### src/design/sli_pkg.sv
package sli_pkg;

  localparam int unsigned ValueWidth = 32;
  localparam int unsigned IndexWidth = 5;
  localparam int unsigned CountWidth = 6;

  typedef enum logic [1:0] {
    KIND_INSERT = 2'd0,
    KIND_DELETE = 2'd1,
    KIND_READ   = 2'd2
  } kind_e;

  typedef enum logic [1:0] {
    STATUS_OK    = 2'd0,
    STATUS_FULL  = 2'd1,
    STATUS_EMPTY = 2'd2,
    STATUS_RANGE = 2'd3
  } status_e;

  typedef enum logic [1:0] {
    CELL_HOLD   = 2'd0,
    CELL_INSERT = 2'd1,
    CELL_SHIFT  = 2'd2
  } cell_op_e;

  typedef struct packed {
    logic [1:0]                   kind;
    logic signed [ValueWidth-1:0] value;
    logic [IndexWidth-1:0]        index;
  } req_t;

  typedef struct packed {
    logic [1:0]                   status;
    logic [CountWidth-1:0]        count;
    logic [CountWidth-1:0]        removed;
    logic signed [ValueWidth-1:0] read_value;
  } res_t;

  // broadcast from the sequencer to every cell
  typedef struct packed {
    cell_op_e                     op;
    logic signed [ValueWidth-1:0] value;
  } cell_ctl_t;

endpackage

### src/design/sorted_list_insert_delete_core.sv
// Sorted list of up to CAPACITY signed 32-bit entries, kept in ascending order in a
// row of compare-and-shift cells. Issue a request by raising start_i while busy_o is
// low; the request is taken at that clock edge. Every request yields exactly one
// result on res_o, marked by done_o for a single cycle: the receiver cannot stall it,
// so capture it when done_o is high. Insert, read and the unused kind finish once the request
// is registered and the cells have acted, and busy_o drops in the cycle that carries the
// result; a new request is taken only once busy_o is low. A delete closes the list by one
// position per cycle across the whole cell row, until no entry matches the value. An insert
// into a full list, a delete on an empty list and a read at or beyond the count report their
// status and leave the list alone.
// The read port reaches the first 32 entries, the span of the 5-bit index.
module sorted_list_insert_delete_core #(
  parameter int unsigned CAPACITY = 32
) (
  input  logic          clk_i,
  input  logic          rst_ni,
  input  logic          start_i,
  input  sli_pkg::req_t req_i,
  output logic          busy_o,
  output logic          done_o,
  output sli_pkg::res_t res_o
);
  import sli_pkg::*;

  localparam int unsigned CW  = $clog2(CAPACITY + 1);
  localparam int unsigned XW  = CW + CountWidth;
  localparam int unsigned IW  = (CW > IndexWidth) ? CW : IndexWidth;
  localparam int unsigned RD  = (CAPACITY < 32) ? CAPACITY : 32;
  localparam int unsigned RIW = $clog2(RD);

  typedef enum logic {
    S_IDLE,
    S_EXEC
  } state_e;

  state_e       state_q, state_d;
  req_t         req_q, req_d;
  logic [CW-1:0] count_q, count_d;
  logic [CW-1:0] removed_q, removed_d;
  logic         done_q, done_d;
  res_t         res_q, res_d;

  cell_ctl_t    ctl;
  logic signed [ValueWidth-1:0] cell_v [CAPACITY];
  logic [CAPACITY-1:0] cell_sh, cell_eq;
  logic         any_eq;

  logic [IW-1:0] idx_x, cnt_x;
  logic         rd_ok;
  logic [XW-1:0] count_ext, removed_ext;

  // cell row: each cell sees its left and right neighbor
  for (genvar i = 0; i < CAPACITY; i++) begin : g_cell
    logic                         prev_sh;
    logic signed [ValueWidth-1:0] prev_v, next_v;

    if (i == 0) begin : g_first
      assign prev_sh = 1'b0;
      assign prev_v  = ctl.value;
    end else begin : g_mid
      assign prev_sh = cell_sh[i-1];
      assign prev_v  = cell_v[i-1];
    end

    if (i == CAPACITY - 1) begin : g_last
      assign next_v = cell_v[i];
    end else begin : g_inner
      assign next_v = cell_v[i+1];
    end

    sli_cell u_cell (
      .clk_i      (clk_i),
      .ctl_i      (ctl),
      .valid_i    (CW'(i) < count_q),
      .at_count_i (CW'(i) == count_q),
      .prev_sh_i  (prev_sh),
      .prev_v_i   (prev_v),
      .next_v_i   (next_v),
      .v_o        (cell_v[i]),
      .sh_o       (cell_sh[i]),
      .eq_o       (cell_eq[i])
    );
  end

  assign any_eq = |cell_eq;

  // read window over the first entries
  assign idx_x = IW'(req_q.index);
  assign cnt_x = IW'(count_q);
  assign rd_ok = idx_x < cnt_x;

  // count and removed are reported modulo 64
  assign count_ext   = XW'(count_d);
  assign removed_ext = XW'(removed_d);

  // drive the cells: insert in one step, delete one matching entry per step
  always_comb begin
    ctl.op    = CELL_HOLD;
    ctl.value = req_q.value;
    if (state_q == S_EXEC) begin
      if (req_q.kind == KIND_INSERT && count_q < CW'(CAPACITY)) begin
        ctl.op = CELL_INSERT;
      end else if (req_q.kind == KIND_DELETE && any_eq) begin
        ctl.op = CELL_SHIFT;
      end
    end
  end

  always_comb begin
    logic finish;
    logic [1:0] status;
    logic signed [ValueWidth-1:0] rd;

    state_d   = state_q;
    req_d     = req_q;
    count_d   = count_q;
    removed_d = removed_q;
    done_d    = 1'b0;
    res_d     = res_q;
    finish    = 1'b0;
    status    = STATUS_OK;
    rd        = '0;

    case (state_q)
      S_IDLE: begin
        if (start_i) begin
          req_d     = req_i;
          removed_d = '0;
          state_d   = S_EXEC;
        end
      end
      S_EXEC: begin
        case (req_q.kind)
          KIND_INSERT: begin
            finish = 1'b1;
            if (count_q < CW'(CAPACITY)) begin
              count_d = count_q + CW'(1);
            end else begin
              status = STATUS_FULL;
            end
          end
          KIND_DELETE: begin
            if (count_q == '0 && removed_q == '0) begin
              status = STATUS_EMPTY;
              finish = 1'b1;
            end else if (any_eq) begin
              // drop one entry, keep going
              count_d   = count_q - CW'(1);
              removed_d = removed_q + CW'(1);
            end else begin
              finish = 1'b1;
            end
          end
          KIND_READ: begin
            finish = 1'b1;
            if (rd_ok) begin
              rd = cell_v[req_q.index[RIW-1:0]];
            end else begin
              status = STATUS_RANGE;
            end
          end
          default: finish = 1'b1;
        endcase

        if (finish) begin
          done_d           = 1'b1;
          state_d          = S_IDLE;
          res_d.status     = status;
          res_d.count      = count_ext[CountWidth-1:0];
          res_d.removed    = removed_ext[CountWidth-1:0];
          res_d.read_value = rd;
        end
      end
      default: state_d = S_IDLE;
    endcase
  end

  always_ff @(posedge clk_i or negedge rst_ni) begin
    if (!rst_ni) begin
      state_q   <= S_IDLE;
      req_q     <= '0;
      count_q   <= '0;
      removed_q <= '0;
      done_q    <= 1'b0;
      res_q     <= '0;
    end else begin
      state_q   <= state_d;
      req_q     <= req_d;
      count_q   <= count_d;
      removed_q <= removed_d;
      done_q    <= done_d;
      res_q     <= res_d;
    end
  end

  assign busy_o = (state_q != S_IDLE);
  assign done_o = done_q;
  assign res_o  = res_q;

endmodule

### src/design/sli_cell.sv
module sli_cell (
  input  logic                                 clk_i,
  input  sli_pkg::cell_ctl_t                   ctl_i,
  input  logic                                 valid_i,
  input  logic                                 at_count_i,
  input  logic                                 prev_sh_i,
  input  logic signed [sli_pkg::ValueWidth-1:0] prev_v_i,
  input  logic signed [sli_pkg::ValueWidth-1:0] next_v_i,
  output logic signed [sli_pkg::ValueWidth-1:0] v_o,
  output logic                                 sh_o,
  output logic                                 eq_o
);
  import sli_pkg::*;

  logic signed [ValueWidth-1:0] v_q, v_d;
  logic                         ge;

  assign sh_o = valid_i && (ctl_i.value < v_q);
  assign ge   = valid_i && !(v_q < ctl_i.value);
  assign eq_o = valid_i && (v_q == ctl_i.value);
  assign v_o  = v_q;

  always_comb begin
    v_d = v_q;
    case (ctl_i.op)
      CELL_INSERT: begin
        // take the neighbor's entry when the whole tail moves up, else the new value
        if (sh_o || at_count_i) begin
          v_d = prev_sh_i ? prev_v_i : ctl_i.value;
        end
      end
      CELL_SHIFT: begin
        if (ge) begin
          v_d = next_v_i;
        end
      end
      default: v_d = v_q;
    endcase
  end

  always_ff @(posedge clk_i) begin
    v_q <= v_d;
  end

endmodule

### config.mk
export PLATFORM = sky130hd
export DESIGN_NAME = sorted_list_insert_delete_core
export DESIGN_NICKNAME = d
export VERILOG_FILES = /design/src/design/sli_pkg.sv /design/src/design/sorted_list_insert_delete_core.sv /design/src/design/sli_cell.sv
export SDC_FILE = /design/constraint.sdc
export NUM_CORES = 2
export LEC_CHECK = 0
export BUFFER_PORTS_ARGS = -buffer_cell sky130_fd_sc_hd__buf_2
export CAP_MARGIN = 20
export CORE_MARGIN = 2
export CORE_UTILIZATION = 65
export DETAILED_ROUTE_END_ITERATION = 10
export HOLD_SLACK_MARGIN = 0.06
export PLACE_DENSITY = 0.82
export SYNTH_ARGS = -nofsm -noshare
export SYNTH_HDL_FRONTEND = slang
export SYNTH_HIERARCHICAL = 1
export SYNTH_SLANG_ARGS = --single-unit
### constraint.sdc
create_clock -name clk_i -period 8.5 [get_ports clk_i]
set_input_delay 0.425 -clock clk_i [delete_from_list [all_inputs] [get_ports clk_i]]
set_output_delay 0.425 -clock clk_i [all_outputs]
set_load 0.03 [all_outputs]
# --- Word-level counts from Yosys, hierarchy flattened ---
# Index checks and enable logic that the tools add are counted.
word_totals:
  output_inout_bits: 48
  reg_bits: 1123
  word_cells: 630
classes:
  eq_ne: 129
  bitwise: 2
  mux: 155
  magnitude_cmp: 98
  n_reduce_logical: 200
  n_addsub: 3
op_table:
  columns: ["cell", "count"]
  rows:
  - ["2-to-1 mux 32 bit", 97]
  - ["< comparator 32 bit", 63]
  - ["case mux 32 bit (2 select lines)", 31]
  - ["equality test 32 bit", 32]
  - ["binary-select mux 32 bit (select 5 bit)", 1]
  - ["!= test 2 x 1 -> 1 bit, second input constant", 62]
  - ["logical AND 1 bit", 98]
  - ["equality test 5 x 6 -> 1 bit, first input constant", 16]
  - ["< comparator 5 x 6 -> 1 bit, first input constant", 16]
  - ["AND reduction 3 bit", 31]
  - ["equality test 4 x 6 -> 1 bit, first input constant", 8]
  - ["< comparator 4 x 6 -> 1 bit, first input constant", 8]
  - ["2-to-1 mux 6 bit", 8]
  - ["logical OR 1 bit", 32]
  - ["OR reduction 32 bit", 1]
  - ["zero test 1 bit", 31]
  - ["equality test 3 x 6 -> 1 bit, first input constant", 4]
  - ["< comparator 3 x 6 -> 1 bit, first input constant", 4]
  - ["case mux 6 bit (2 select lines)", 2]
  - ["adder 6 x 1 -> 6 bit, second input constant", 2]
  - ["equality test 2 x 6 -> 1 bit, first input constant", 2]
  - ["zero test 6 bit", 2]
  - ["< comparator 1 x 6 -> 1 bit, first input constant", 2]
  - ["< comparator 2 x 6 -> 1 bit, first input constant", 2]
  - ["16 further kinds", 32]

# --- Logic depth before layout (Yosys ltp) ---
logic_depth:
  depth_word: 10
  ltp_mapped: 19
  mapped_depth_nobuf: 17

# --- Modules after synthesis ---
# The synthesis kept the hierarchy.
modules_own_cells:
  columns: ["module", "area_per_inst_um2", "cells_each", "instances"]
  rows:
  - ["sli_cell", 2483.6, 264, 32]
  - ["sorted_list_insert_delete_core", 13030.0, 1238, 1]

# --- Worst setup path before layout ---
# OpenSTA, ideal clock, no wires.
synth_path:
  path_kind: "register to register"
  startpoint: "register state_q, in the netlist busy_o"
  endpoint: "register g_cell[0].u_cell.v_q[0] (enable)"
  arrival_time_ns: 7.038
  path_stages_with_launch: 8
  required_time_ns: 8.106
  setup_ns: 0.394
  n_path_buf: 2
  period_less_slack_ns: 7.432
  path_slack_ns: 1.068
  cell_sequence: "dfrtp_1 > clkbuf_1 > clkbuf_1 > nor4b_1 > and2b_1 > a21o_2 > or4b_1 > nand3_1"
synth_lines:
  columns: ["element", "line_no", "source"]
  rows:
  - ["start: declaration", "sorted_list_insert_delete_core.sv:36", "state_e state_q, state_d;"]
  - ["start signal: assignment", "sorted_list_insert_delete_core.sv:187", "state_q <= state_d;"]
  - ["end signal: assignment", "sli_cell.sv:42", "v_q <= v_d;"]
  - ["end: declaration", "sli_cell.sv:15", "logic signed [ValueWidth-1:0] v_q, v_d;"]

==> metrics.md <==
| Metric | Value |
|---|---|
| Initial antenna violation count | `13` |
| Pre-CTS setup slack | `1620 ps` |
| Crit end category | `flop` |
| Worst Path Buf+Inv | `5` |
| RR Endpoint | `g_cell[15].u_cell/v_o[5]$_DFFE_PP_` |
| Fin. max-slew vios | `0` |
| DRC | `0` |
| Max_slew headroom | `15.7%` |
| Final net count | `10800` |
| R2R setup slack | `1290 ps` |
| Share of cells above drive strength 1 | `10.4%` |
| Port Buffers | `89` |
| Area grow syn2layout | `9.18%` |
| CP top delay family | `simple AND/OR/NAND/NOR gates` |
| Total grt overflow | `0` |
| Largest net degree at the start of global routing | `108` |
| Number of max-cap violations | `0` |
| Core Area | `0.141 mm^2` |
| Worst path depth | `18` |
| Full die area | `0.145 mm^2` |
| Synthesized Nets | `10800` |
| CTS buffer count | `134` |
| DR vias | `82000` |
| Root Buffer | `clkbuf_16` |
| Ys Warns | `6` |
| Hold Slack | `137 ps` |
| Slew at the pin with the worst max-slew slack | `1250 ps` |
| Status | `complete, no violations` |
| Critical path, cell by cell | `buf_4 > buf_4 > inv_1 > ha_1 > nand4_1 > nor4_1 > nand3_1 > nor2_1 > nor4_1 > nand4_1 > nor2_1 > nor2_4 > buf_4 > nor2b_4 > a21o_2 > or4b_1 > nand3_1 > buf_12` |
| CTS tree | `yes` |
| Fin area | `0.101 mm^2` |
| Period utilization | `84.8%` |
| Crit-path slowest cell | `nor4_1` |
| Routability Congestion | `1.07` |
| Cell Area, Placed | `0.0963 mm^2` |
| Die Y | `381 um` |
| Number of setup violations in the final report | `0` |
| Htree depth | `4` |
| First-pass GRT wire length | `496 mm` |
| Power Density | `466 mW/mm^2` |
| Antenna Nets Post-Route | `0` |
| Initial DRC Count | `12600` |
| Cells after synthesis | `9682` |
| Setup TNS | `0 ps` |
| Final Critical Period | `7210 ps` |
| Hold Vio Cnt, Final | `0` |
| WL/cell | `28.8 um` |
| R2R Path Start | `g_cell[0].prev_v[23]$_DFFE_PN0P_` |
| Achievable Freq | `139 MHz` |
| Vias per std cell | `7.01` |
| Crit path capture | `g_cell[15].u_cell/v_o[5]$_DFFE_PP_` |
| Setup Skew | `33.3 ps` |
| Initial Utilization | `65.4%` |
| Cell area after synthesis | `0.0925 mm^2` |
| Io pins | `90` |
| Routed WL | `337 mm` |
| Total power draw | `47.0 mW` |
| DP HPWL | `248 mm` |
| CP startpoint kind | `flop` |
| Die width | `381 um` |
| Hold Path Class | `in -> reg` |
| Worst path most repeated cell | `buf_4` |
| Worst-Skew Late Latency | `790 ps` |
| GR Util All Layers | `45.2%` |
| RSZ-0062 raised after global routing | `false` |
| CP max stage delay | `1110 ps` |
| Worst path required time | `8980 ps` |
| Clock transition at the registers of the reported paths | `60 ps` |
| Worst Setup SP | `g_cell[0].prev_v[23]$_DFFE_PN0P_` |
| Static leakage | `41.0 nW` |
| Clock sink total | `1123` |
| CP Class | `reg -> reg` |
| Post-cts gate resize count | `0` |
| Data arrival time of the worst path | `7690 ps` |
| Vias in the first global route | `78600` |
| Worst-path maximum fanout | `40` |
| VDD IR max | `696 uV` |
| Syn Area/Cell | `9.55 um^2` |
| Row Count | `138` |
| Fin worst setup slack | `1290 ps` |
| Initial DRT Pass Iterations | `7` |
| Clock Path Buffers | `3` |
| Reg2reg path depth | `18` |
## state kept, by name (all words and copies together) (netlist names)
name,count
g_cell.u_cell/v_o,1024
res_o,46
g_cell.prev_v,32
cnt_x,6
removed_q,6
idx_x,5
req_q,2
busy_o,1
done_o,1
## area by class of cell
type                    instances  area, um^2
multi-input cells            7001       54200
fillers                     10400       40400
flip-flops and latches       1123       33300
inverters                    1077        4040
clock buffers                 183        3760
repair buffers                343        2780
well taps                    1890        2360
clock inverters                63         559
diodes                          3        7.51
## tightest hold or removal path: stages
cell     delay [ps]
buf_2            70
nand2_1         250
nand2_1         130
## cells in the final DEF (no fill, tap or decap), types with 36 or more instances in the layout
cell type / count
a22oi_1: 40
buf_2: 95
mux4_2: 254
nor4_1: 74
o21ai_0: 1176
nor3_1: 47
edfxtp_1: 1024
a21oi_1: 372
dfrtp_1: 63
nand3_1: 184
mux2i_1: 1051
nand2_1: 1558
dlygate4sd3_1: 36
a21o_1: 163
inv_1: 1072
mux2_2: 54
o211ai_1: 120
nor2_1: 133
clkbuf_16: 140
nand2b_1: 36
ha_1: 1035
nand4_1: 194
buf_4: 183
## timing repair
| item | CTS | global route |
|---|---|---|
| hold endpoints to repair | 95 | 0 |
| hold buffers | 36 | 0 |
| buffers inserted | 0 | 0 |
## metrics by stage
step,utilization [%],instances
finish,71.4,11700
CTS,71.4,11700
global placement,68.1,11400
floorplan,-,9682
global route,71.4,11700
detailed placement,68.1,11400
## worst min-delay path by stage
stage / start / endpoint / slack (ps) / depth (start not counted)
CTS: req_i[22] / g_cell[0].prev_v[17]$_DFFE_PN0P_ / 70 / 3
detailed placement: res_o[5]$_DFFE_PN0P_ / res_o[5]$_DFFE_PN0P_ / 470 / 2
finish: req_i[17] / g_cell[0].prev_v[12]$_DFFE_PN0P_ / 140 / 3
global route: req_i[22] / g_cell[0].prev_v[17]$_DFFE_PN0P_ / 110 / 3
floorplan: rst_ni / busy_o$_DFF_PN0_ / 130 / 0
global placement: res_o[5]$_DFFE_PN0P_ / res_o[5]$_DFFE_PN0P_ / 460 / 2
## metal layers
metal / vias up / GRT usage (%) / wire length (um)
met5: - / 0 / 78
met4: 12 / 32.4 / 29400
met3: 1409 / 11.2 / 43000
met2: 6080 / 68.8 / 147000
met1: 39200 / 56.4 / 118000
li1: 35200 / - / -
## where the power goes
group / leakage, nW / internal, mW / switching (mW) / total [mW]
Combinational: 28.4 / 11.4 / 17.3 / 28.7
Clock: 2.11 / 3.35 / 2.49 / 5.84
Sequential: 10.6 / 9.38 / 3.11 / 12.5
Note: power is estimated with default switching activity, not from simulation.
